File: src/rtl/heat_diffusion_grid_defines.svh
// Assertion macros shared by the heat diffusion grid RTL.
`ifndef HEAT_DIFFUSION_GRID_DEFINES_SVH
`define HEAT_DIFFUSION_GRID_DEFINES_SVH
`ifndef NO_ASSERTIONS
`define HDG_ASSERT(lbl, prop) \
  lbl: assert property (@(posedge clk) disable iff (rst) prop) \
    else $error("heat diffusion grid: assertion failed");
`define HDG_ASSERT_NEVER(lbl, cond) \
  lbl: assert property (@(posedge clk) disable iff (rst) !(cond)) \
    else $error("heat diffusion grid: forbidden condition");
`else
`define HDG_ASSERT(lbl, prop)
`define HDG_ASSERT_NEVER(lbl, cond)
`endif
`endif

File: src/rtl/hdg_pkg.sv
// Shared types and constants of the heat diffusion grid.
`default_nettype none
package hdg_pkg;

  // Opcodes of an input item
  localparam logic OP_DEPOSIT = 1'b0;
  localparam logic OP_TICK    = 1'b1;

  // Configuration register indexes
  localparam logic REG_DECAY = 1'b0;
  localparam logic REG_CAP   = 1'b1;

  // Reset values and limits
  localparam logic [15:0] DECAY_RESET = 16'd30;
  localparam logic [15:0] CAP_RESET   = 16'h01FF;
  localparam logic [15:0] SAT_MAX     = 16'hFFFF;
  localparam logic [7:0]  LEVEL_MAX   = 8'hFF;
  localparam int          NB_COUNT    = 8;
  localparam int          DIV_SHIFT   = 3;

  // Command queue depth
  localparam int QDEPTH = 2;

  // Classified command passed from front to back
  typedef struct packed {
    logic       is_tick;
    logic [3:0] col;
    logic [1:0] row;
    logic [7:0] amount;
  } hdg_cmd_t;

  // Back-end sequencer states
  typedef enum logic [2:0] {
    B_IDLE,
    B_DEP_RD,
    B_DEP_WR,
    B_DIFF,
    B_REPORT
  } hdg_bstate_t;

endpackage
`default_nettype wire

File: src/rtl/hdg_front.sv
// Front end: accepts items, tracks the run flag and classifies work for the back end.
`default_nettype none
module hdg_front #(
  parameter int GRID_COLS = 16,
  parameter int GRID_ROWS = 4
) (
  input  logic             clk,
  input  logic             rst,
  input  logic             start,
  input  logic             opcode,
  input  logic [3:0]       cell_col,
  input  logic [1:0]       cell_row,
  input  logic [7:0]       heat_amount,
  input  logic             q_full,
  output logic             push,
  output hdg_pkg::hdg_cmd_t push_cmd
);
  import hdg_pkg::*;

  logic running;
  logic running_next;
  logic accept;
  logic in_grid;
  logic amt_zero;

  assign accept   = start & ~q_full;
  assign in_grid  = ({1'b0, cell_col} < 5'(GRID_COLS)) && ({1'b0, cell_row} < 3'(GRID_ROWS));
  assign amt_zero = (heat_amount == 8'd0);

  // Classification: deposits that change no cell and idle ticks are dropped here; a zero deposit stops a run
  always_comb begin
    running_next = running;
    push         = 1'b0;
    if (accept) begin
      unique case (opcode)
        OP_DEPOSIT: begin
          if (!running) begin
            running_next = 1'b1;
            push         = in_grid & ~amt_zero;
          end else if (amt_zero) begin
            running_next = 1'b0;
          end else begin
            push = in_grid;
          end
        end
        OP_TICK: begin
          push = running;
        end
        default: begin
          push = 1'b0;
        end
      endcase
    end
  end

  assign push_cmd.is_tick = (opcode == OP_TICK);
  assign push_cmd.col     = cell_col;
  assign push_cmd.row     = cell_row;
  assign push_cmd.amount  = heat_amount;

  // Run flag
  always_ff @(posedge clk) begin
    if (rst) begin
      running <= 1'b0;
    end else begin
      running <= running_next;
    end
  end

endmodule
`default_nettype wire

File: src/rtl/hdg_queue.sv
// Short command queue between front and back end.
`default_nettype none
`include "heat_diffusion_grid_defines.svh"
module hdg_queue (
  input  logic              clk,
  input  logic              rst,
  input  logic              push,
  input  hdg_pkg::hdg_cmd_t push_cmd,
  input  logic              pop,
  output hdg_pkg::hdg_cmd_t head,
  output logic              not_empty,
  output logic              full
);
  import hdg_pkg::*;

  localparam int PW = $clog2(QDEPTH);
  localparam int CNTW = $clog2(QDEPTH + 1);

  hdg_cmd_t        entries [QDEPTH];
  logic [PW-1:0]   wr_ptr;
  logic [PW-1:0]   rd_ptr;
  logic [CNTW-1:0] count;

  assign not_empty = (count != '0);
  assign full      = (count == CNTW'(QDEPTH));
  assign head      = entries[rd_ptr];

  // Storage
  always_ff @(posedge clk) begin
    if (push) begin
      entries[wr_ptr] <= push_cmd;
    end
  end

  // Pointers and fill count
  always_ff @(posedge clk) begin
    if (rst) begin
      wr_ptr <= '0;
      rd_ptr <= '0;
      count  <= '0;
    end else begin
      if (push) begin
        wr_ptr <= (wr_ptr == PW'(QDEPTH - 1)) ? '0 : wr_ptr + 1'b1;
      end
      if (pop) begin
        rd_ptr <= (rd_ptr == PW'(QDEPTH - 1)) ? '0 : rd_ptr + 1'b1;
      end
      unique case ({push, pop})
        2'b10:   count <= count + 1'b1;
        2'b01:   count <= count - 1'b1;
        default: count <= count;
      endcase
    end
  end

  `HDG_ASSERT_NEVER(a_q_overflow, push && full && !pop)
  `HDG_ASSERT_NEVER(a_q_underflow, pop && !not_empty)
  `HDG_ASSERT(a_q_count_range, count <= CNTW'(QDEPTH))

endmodule
`default_nettype wire

File: src/rtl/hdg_back.sv
// Back end: cell memory, deposit read-modify-write and the two-pass tick sweep.
`default_nettype none
`include "heat_diffusion_grid_defines.svh"
module hdg_back #(
  parameter int GRID_COLS = 16,
  parameter int GRID_ROWS = 4
) (
  input  logic              clk,
  input  logic              rst,
  input  hdg_pkg::hdg_cmd_t cmd,
  input  logic              cmd_valid,
  output logic              cmd_take,
  input  logic [15:0]       decay_step,
  input  logic [15:0]       deposit_cap,
  output logic              strobe,
  output logic [3:0]        out_col,
  output logic [1:0]        out_row,
  output logic [7:0]        level,
  output logic              last
);
  import hdg_pkg::*;

  localparam int N    = GRID_COLS * GRID_ROWS;
  localparam int IW   = $clog2(N);
  localparam int SW   = $clog2(N + GRID_COLS + 4);
  localparam int LINE = 2 * GRID_COLS + 3;
  localparam int CW   = $clog2(GRID_COLS);
  localparam int RW   = $clog2(GRID_ROWS);
  localparam logic [SW-1:0] STEP_LAST = SW'(N + GRID_COLS + 3);
  localparam logic [SW-1:0] FEED_LAST = SW'(N + GRID_COLS);
  localparam logic [SW-1:0] CTR_OFS   = SW'(GRID_COLS + 1);
  localparam logic [SW-1:0] N_TAG     = SW'(N);
  localparam logic [CW-1:0] COL_MAX   = CW'(GRID_COLS - 1);
  localparam logic [RW-1:0] ROW_MAX   = RW'(GRID_ROWS - 1);

  hdg_bstate_t state;
  hdg_bstate_t state_next;
  logic        sweeping;

  logic [SW-1:0] step;
  logic [IW-1:0] dep_idx;
  logic [7:0]    dep_amt;

  // Cell memory and its valid bits
  logic [15:0]  mem [N];
  logic [N-1:0] vld;
  logic [IW-1:0] raddr;
  logic [15:0]  rdata;
  logic         rvld;
  logic         we;
  logic [IW-1:0] waddr;
  logic [15:0]  wdata;
  logic [15:0]  rcell;

  // Window shift line
  logic          feed_v;
  logic [SW-1:0] feed_idx;
  logic [15:0]   feed_val;
  logic [15:0]   sh [LINE];
  logic          tap_v;
  logic [SW-1:0] tap_idx;
  logic [CW-1:0] ctr_c;
  logic [RW-1:0] ctr_r;
  logic          cv;
  logic          ctr_clr;

  // Window arithmetic
  logic [15:0] center;
  logic [15:0] nb   [NB_COUNT];
  logic [15:0] diff [NB_COUNT];
  logic [17:0] psum0;
  logic [17:0] psum1;
  logic [15:0] base;

  // Stage A registers
  logic          va;
  logic          rep_a;
  logic [15:0]   da [NB_COUNT];
  logic [15:0]   base_a;
  logic [17:0]   ps0_a;
  logic [17:0]   ps1_a;
  logic [IW-1:0] idx_a;
  logic [CW-1:0] col_a;
  logic [RW-1:0] row_a;
  logic          last_a;

  // Stage B arithmetic
  logic [18:0] dsum;
  logic [15:0] dsat;
  logic [15:0] heat_new;
  logic [18:0] rsum;
  logic [15:0] ravg;
  logic        diff_we;
  logic        dep_we;

  assign sweeping = (state == B_DIFF) || (state == B_REPORT);

  // Next state
  always_comb begin
    state_next = state;
    unique case (state)
      B_IDLE: begin
        if (cmd_valid) begin
          state_next = cmd.is_tick ? B_DIFF : B_DEP_RD;
        end
      end
      B_DEP_RD: state_next = B_DEP_WR;
      B_DEP_WR: state_next = B_IDLE;
      B_DIFF: begin
        if (step == STEP_LAST) begin
          state_next = B_REPORT;
        end
      end
      B_REPORT: begin
        if (step == STEP_LAST) begin
          state_next = B_IDLE;
        end
      end
      default: state_next = B_IDLE;
    endcase
  end

  // Sequencer outputs
  always_comb begin
    cmd_take = (state == B_IDLE) && cmd_valid;
    raddr    = (state == B_DEP_RD) ? dep_idx : step[IW-1:0];
    ctr_clr  = !sweeping || (step == STEP_LAST);
  end

  always_ff @(posedge clk) begin
    if (rst) begin
      state <= B_IDLE;
      step  <= '0;
    end else begin
      state <= state_next;
      step  <= (sweeping && step != STEP_LAST) ? step + 1'b1 : '0;
    end
  end

  // Latch a deposit command
  always_ff @(posedge clk) begin
    if (cmd_take) begin
      dep_idx <= IW'(int'(cmd.row) * GRID_COLS + int'(cmd.col));
      dep_amt <= cmd.amount;
    end
  end

  // Memory: one write and one registered read per cycle
  always_ff @(posedge clk) begin
    if (we) begin
      mem[waddr] <= wdata;
    end
    rdata <= mem[raddr];
  end

  always_ff @(posedge clk) begin
    if (rst) begin
      vld  <= '0;
      rvld <= 1'b0;
    end else begin
      if (we) begin
        vld[waddr] <= 1'b1;
      end
      rvld <= vld[raddr];
    end
  end

  assign rcell = rvld ? rdata : '0;

  // Deposit write: cells above the cap are left alone
  assign dep_we = (state == B_DEP_WR) && !(rcell > deposit_cap);

  always_comb begin
    we    = dep_we | diff_we;
    waddr = dep_we ? dep_idx : idx_a;
    wdata = dep_we ? (rcell + 16'(dep_amt)) : heat_new;
  end

  // Feed the shift line in row-major order, zeros past the end
  assign feed_val = (feed_idx < N_TAG) ? rcell : '0;

  always_ff @(posedge clk) begin
    if (rst) begin
      feed_v <= 1'b0;
      tap_v  <= 1'b0;
    end else begin
      feed_v <= sweeping && (step <= FEED_LAST);
      tap_v  <= feed_v;
    end
  end

  always_ff @(posedge clk) begin
    feed_idx <= step;
    tap_idx  <= feed_idx;
    if (feed_v) begin
      sh[0] <= feed_val;
      for (int i = 1; i < LINE; i++) begin
        sh[i] <= sh[i-1];
      end
    end
  end

  // Centre cell position counters
  assign cv = tap_v && (tap_idx >= CTR_OFS);

  always_ff @(posedge clk) begin
    if (rst) begin
      ctr_c <= '0;
      ctr_r <= '0;
    end else if (ctr_clr) begin
      ctr_c <= '0;
      ctr_r <= '0;
    end else if (cv) begin
      if (ctr_c == COL_MAX) begin
        ctr_c <= '0;
        ctr_r <= ctr_r + 1'b1;
      end else begin
        ctr_c <= ctr_c + 1'b1;
      end
    end
  end

  // Neighbours from fixed taps, border masked to zero
  always_comb begin
    int  k;
    logic ok;
    k      = 0;
    center = sh[GRID_COLS+1];
    for (int dr = -1; dr <= 1; dr++) begin
      for (int dc = -1; dc <= 1; dc++) begin
        if (!(dr == 0 && dc == 0)) begin
          ok = !((dr == -1 && ctr_r == '0) || (dr == 1 && ctr_r == ROW_MAX) ||
                 (dc == -1 && ctr_c == '0) || (dc == 1 && ctr_c == COL_MAX));
          nb[k]   = ok ? sh[GRID_COLS + 1 - dr * GRID_COLS - dc] : '0;
          diff[k] = (nb[k] > center) ? nb[k] - center : '0;
          k++;
        end
      end
    end
    psum0 = 18'(nb[0]) + 18'(nb[1]) + 18'(nb[2]) + 18'(nb[3]);
    psum1 = 18'(nb[4]) + 18'(nb[5]) + 18'(nb[6]) + 18'(nb[7]);
    base  = (center > decay_step) ? center - decay_step : '0;
  end

  // Stage A
  always_ff @(posedge clk) begin
    if (rst) begin
      va <= 1'b0;
    end else begin
      va <= cv;
    end
  end

  always_ff @(posedge clk) begin
    rep_a  <= (state == B_REPORT);
    da     <= diff;
    base_a <= base;
    ps0_a  <= psum0;
    ps1_a  <= psum1;
    idx_a  <= IW'(tap_idx - CTR_OFS);
    col_a  <= ctr_c;
    row_a  <= ctr_r;
    last_a <= (ctr_c == COL_MAX) && (ctr_r == ROW_MAX);
  end

  // Stage B: new heat, and the neighbour average that the result registers clamp
  always_comb begin
    dsum = '0;
    for (int i = 0; i < NB_COUNT; i++) begin
      dsum = dsum + 19'(da[i]);
    end
    dsat     = (dsum > 19'(SAT_MAX)) ? SAT_MAX : dsum[15:0];
    heat_new = base_a + (dsat >> DIV_SHIFT);
    rsum     = 19'(ps0_a) + 19'(ps1_a);
    ravg     = 16'(rsum >> DIV_SHIFT);
    diff_we  = va && !rep_a;
  end

  // Result registers
  always_ff @(posedge clk) begin
    if (rst) begin
      strobe <= 1'b0;
    end else begin
      strobe <= va && rep_a;
    end
  end

  always_ff @(posedge clk) begin
    out_col <= 4'(col_a);
    out_row <= 2'(row_a);
    level   <= (ravg > 16'(LEVEL_MAX)) ? LEVEL_MAX : ravg[7:0];
    last    <= last_a;
  end

  `HDG_ASSERT(a_we_phase, we |-> (state == B_DIFF || state == B_DEP_WR))
  `HDG_ASSERT(a_strobe_phase, strobe |-> $past(state == B_REPORT))
  `HDG_ASSERT(a_gap_after_last, (strobe && last) |=> !strobe)

endmodule
`default_nettype wire

File: src/rtl/heat_diffusion_grid.sv
// Top level of the heat diffusion grid: configuration registers and the three parts.
// A deposit goes through a read state and a write state in the back end; an idle tick or
// a stop costs nothing there. A tick sweeps the cell memory twice, bounded by the single
// memory read port. Results follow one a cycle.
// The receiver cannot stall; busy rises only while the two-entry command queue is full.
// Synchronous reset clears the grid at once through per-cell valid bits and stops the block.
`default_nettype none
module heat_diffusion_grid #(
  parameter int GRID_COLS = 16,
  parameter int GRID_ROWS = 4
) (
  input  logic        clk,
  input  logic        rst,
  input  logic        start,
  output logic        busy,
  input  logic        opcode,
  input  logic [3:0]  cell_col,
  input  logic [1:0]  cell_row,
  input  logic [7:0]  heat_amount,
  output logic        strobe,
  output logic [3:0]  out_col,
  output logic [1:0]  out_row,
  output logic [7:0]  level,
  output logic        last,
  input  logic        psel,
  input  logic        penable,
  input  logic        pwrite,
  input  logic [2:0]  paddr,
  input  logic [31:0] pwdata,
  output logic [31:0] prdata,
  output logic        pready
);
  import hdg_pkg::*;

  logic [15:0] decay_step;
  logic [15:0] deposit_cap;
  logic        cfg_we;
  logic        q_full;
  logic        q_not_empty;
  logic        q_pop;
  logic        push;
  hdg_cmd_t    push_cmd;
  hdg_cmd_t    head;

  // Configuration port
  assign pready = 1'b1;
  assign cfg_we = psel & penable & pwrite & pready;

  always_ff @(posedge clk) begin
    if (rst) begin
      decay_step  <= DECAY_RESET;
      deposit_cap <= CAP_RESET;
    end else if (cfg_we) begin
      unique case (paddr[2])
        REG_DECAY: decay_step  <= pwdata[15:0];
        REG_CAP:   deposit_cap <= pwdata[15:0];
        default:   decay_step  <= decay_step;
      endcase
    end
  end

  always_comb begin
    unique case (paddr[2])
      REG_DECAY: prdata = {16'd0, decay_step};
      REG_CAP:   prdata = {16'd0, deposit_cap};
      default:   prdata = '0;
    endcase
  end

  assign busy = q_full;

  hdg_front #(
    .GRID_COLS(GRID_COLS),
    .GRID_ROWS(GRID_ROWS)
  ) u_front (
    .clk        (clk),
    .rst        (rst),
    .start      (start),
    .opcode     (opcode),
    .cell_col   (cell_col),
    .cell_row   (cell_row),
    .heat_amount(heat_amount),
    .q_full     (q_full),
    .push       (push),
    .push_cmd   (push_cmd)
  );

  hdg_queue u_queue (
    .clk      (clk),
    .rst      (rst),
    .push     (push),
    .push_cmd (push_cmd),
    .pop      (q_pop),
    .head     (head),
    .not_empty(q_not_empty),
    .full     (q_full)
  );

  hdg_back #(
    .GRID_COLS(GRID_COLS),
    .GRID_ROWS(GRID_ROWS)
  ) u_back (
    .clk        (clk),
    .rst        (rst),
    .cmd        (head),
    .cmd_valid  (q_not_empty),
    .cmd_take   (q_pop),
    .decay_step (decay_step),
    .deposit_cap(deposit_cap),
    .strobe     (strobe),
    .out_col    (out_col),
    .out_row    (out_row),
    .level      (level),
    .last       (last)
  );

endmodule
`default_nettype wire
File: config.mk
export PLATFORM = sky130hd
export DESIGN_NAME = heat_diffusion_grid
export DESIGN_NICKNAME = d
export VERILOG_FILES = /design/src/rtl/hdg_pkg.sv /design/src/rtl/hdg_front.sv /design/src/rtl/hdg_queue.sv /design/src/rtl/hdg_back.sv /design/src/rtl/heat_diffusion_grid.sv
export VERILOG_INCLUDE_DIRS = /design/src /design/src/rtl
export SDC_FILE = /design/constraint.sdc
export NUM_CORES = 2
export LEC_CHECK = 0
export ABC_CLOCK_PERIOD_IN_PS = 30900
export BUFFER_PORTS_ARGS = -buffer_cell sky130_fd_sc_hd__clkbuf_2
export CORE_MARGIN = 2
export CORE_UTILIZATION = 30
export CTS_CLUSTER_SIZE = 25
export DETAILED_ROUTE_END_ITERATION = 8
export GPL_TIMING_DRIVEN = 0
export REMOVE_ABC_BUFFERS = 1
export SYNTH_ARGS = -nofsm -noshare
export SYNTH_HDL_FRONTEND = slang
export SYNTH_SLANG_ARGS = --single-unit
File: constraint.sdc
create_clock -name clk -period 30.9 [get_ports clk]
set_input_delay 1.545 -clock clk [delete_from_list [all_inputs] [get_ports clk]]
set_output_delay 1.545 -clock clk [all_outputs]
set_load 0.01 [all_outputs]
==> flow_summary_export.csv <==
group,metric,value,unit
yosys,async_flop_share,0,%
yosys,ys.flop_type,"edfxtp_1",
yosys,synthTopCellsByCount,"1,628 x edfxtp_1, 1,299 x nand2_1, 473 x nand3_1",
yosys,yosysTopAreaCell,"edfxtp_1",
placement,hpwl,154000,um
yosys,yosysSeqAreaShare,65.5,%
sta,setup_ws,22.12,ns
placement,portBuffers,70,
yosys,synth_edf_count,1628,
outcome,status,"complete, no violations",
yosys,synth_area,85600,sq um
power,finalPower,7550,uW
worst_setup_path,cp_slowest_cell,"o21ai_4",
cells_and_area,n_fill_cell,27400,
sta,max_freq,114,MHz
yosys,synth_cell_types,66,
worst_setup_path,cp.required,31.56,ns
sta,rsz0062_at_grt,"false",
clocking,cts_sinks,1990,
floorplan,die_area,290000,sq um
sta,skew,0.101,ns
cells_and_area,multi_input_comb_area,27500,sq um
routing,wl_per_cell,20.2,um
routing,num_vias,54300,
clocking,cts.path.max_buffers,4,
clocking,h-tree-depth,4,
clocking,clock_latency,0.88,ns
grt,grt_max_degree,132,
worst_setup_path,cp_slowest_stage_delay,0.76,ns
sta,final_max_slew_viol_count,0,
routing,viasPerCell,4.92,
cells_and_area,seq_area,56100,sq um
yosys,avgSynthCellArea,12.3,sq um
clocking,path_clk_slew,0.06,ns
floorplan,die_w,538,um
floorplan,core-area,284000,sq um
placement,place.gp.congestion,0.884,
worst_setup_path,cp.arrival,9.43,ns
routing,postRouteAntennaNets,0,
clocking,hold_buffers,0,
grt,grt_pass1_wl,333000,um
yosys,netlist_instances,6982,
floorplan,die_y,538,um
power,vdd_drop_max,68.6,uV
sta,hold_viol,0,
cells_and_area,drive_gt1_share,9.36,%
yosys,ys_seq_elements,1990,
sta,slew_headroom,8.30,%
grt,overflow,0,
cells_and_area,layout.nets,7612,
floorplan,rows,196,
clocking,cts_tree,"built",
routing,drt_pass1_iterations,6,
sta,tightest_slew,1.37,ns
job,cap_violations,0,
worst_setup_path,cp-start-kind,"flip-flop",
sta,finalSetupViolCount,0,
grt,grt_antenna_before_repair,15,
placement,place_ws,22.15,ns
power,p_leak,0.0358,uW
yosys,yosys_warnings,0,
worst_setup_path,endpoint_kind,"flip-flop",
sta,min_period,8.78,ns
floorplan,start_util,30.1,%
routing,wirelength,224000,um
floorplan,ios,106,
worst_setup_path,crit_type,"reg2reg",
worst_setup_path,crit_fanout,34,
routing,drtIter0Drc,5092,
power,p_per_area,75.8,nW/um^2
routing,drcViolationCount,0,
clocking,cts-resized-gates,0,
clocking,cts_setup_buffers,0,
clocking,root_buffer,"clkbuf_16",
yosys,synth_area_leaders,"edfxtp_1 57%, dfxtp_1 8.5%, nand2_1 5.7%",
yosys,post-synth-top-count-cell,"edfxtp_1",
cells_and_area,syn_to_final_growth,16.3,%
hold_path,hold_class,"reg2reg",
grt,grt_pass1_vias,53900,
sta,period_share,28.4,%
yosys,synth_top_cell_area_share,57.1,%
clocking,cts_made_buffers,201,
grt,grt_usage,14.9,%
-- path summary, 6_finish.rpt --
kind	from	endpoint	slack [ns]	cells after the start
hold reg to reg	u_back.feed_idx[5]	u_back.tap_idx[5]	0.32	0
setup / recovery	u_back.da[51]	u_back.mem[27][15]	22.12	29
setup reg to reg	u_back.da[51]	u_back.mem[27][15]	22.12	29
hold / removal	u_back.feed_idx[5]	u_back.tap_idx[5]	0.32	0
-- layout by cell type (no fill, tap or decap), drive strengths merged, types with 16 or more instances in the layout --
cell and count:
edfxtp 1628, nand2 1299, nand3 473, a21oi 402, nor2 393, dfxtp 362
inv 345, clkbuf 321, ha 264, o21ai 192, fa 170, buf 147
and2 104, nor2b 103, a31oi 89, xnor2 86, and3 85, nor4 80
xor2 74, clkinv 69, nor3 67, a21o 38, nand4 37, mux2i 33
mux2 33, o21a 31, nand2b 30, bufinv 27, or3 23, a211oi 22
nor3b 20, or4 19, o41ai 19, and4 19, o211ai 18, o31a 18
conb 17, a211o 16
-- flip-flops by register name, indices dropped and copies added (netlist names), 8 cells and up, named ones only --
register and flops:
decay_step 16, deposit_cap 16, u_back.sh 560, u_back.ps1_a 18, u_back.rdata 16, u_queue.entries 30
u_back.mem 1024, u_back.level 8, u_back.ps0_a 18, u_back.da 128, u_back.dep_amt 8, u_back.base_a 16
u_back.vld 64
-- layer usage --
metal	track usage, %	wire, um
met2	25.2	108000
met3	2.18	13400
met4	5.80	8920
met5	0	39
met1	19.3	93700
-- through the flow --
step	TNS [ns]	util, %	cell area (sq um)	hold slack [ns]	cells
floorplan	0	-	84400	0.310	6702
global placement	-118.11	31.4	89400	0.311	10500
detailed placement	0	32.6	92800	0.312	10700
CTS	0	35.0	99600	0.328	11000
global route	0	35.0	99600	0.333	11000
finish	0	35.0	99600	0.323	11000
-- report_power, final --
part | internal (uW) | total, uW | leakage [uW] | switching (uW)
clock network | 1470 | 2520 | 0.00331 | 1050
logic | 465 | 1630 | 0.0149 | 1160
registers | 3350 | 3400 | 0.0176 | 50.3
total | 5290 | 7550 | 0.0358 | 2260
-- layout make-up --
class | count | share of cell area, %
antenna | 2 | 0.00502
clock buffer | 251 | 5.44
clock inverter | 114 | 1.35
inverter | 338 | 1.27
multi-input combinational | 4374 | 27.6
sequential | 1990 | 56.3
tap | 3762 | 4.72
timing repair buffer | 217 | 3.23
-- worst max-delay path, delay by kind of cell, from the launching register on --
kind	cells	cell delay (ns)
AO/OA/AOI/OAI	12	3.57
adder cells (fa/ha/maj)	6	2.75
AND/OR/NAND/NOR	4	0.99
buffers and inverters	5	0.51
flip-flops	1	0.33
multiplexers	1	0.27
XOR/XNOR	1	0.17
-- cells by family (layout without fill, tap and decap cells) --
kind of cell             after synthesis  in the layout  synth area share (%)
multiplexers                          66             66                 0.824
adder cells (fa/ha/maj)              434            434                  7.83
AO/OA/AOI/OAI                        926            926                  6.45
other                                  2             19               0.00877
buffers and inverters                633            920                  3.02
flip-flops                          1990           1990                  65.5
XOR/XNOR                             160            160                  1.64
AND/OR/NAND/NOR                     2771           2771                  14.7
Note: power is estimated with default switching activity, not from simulation.
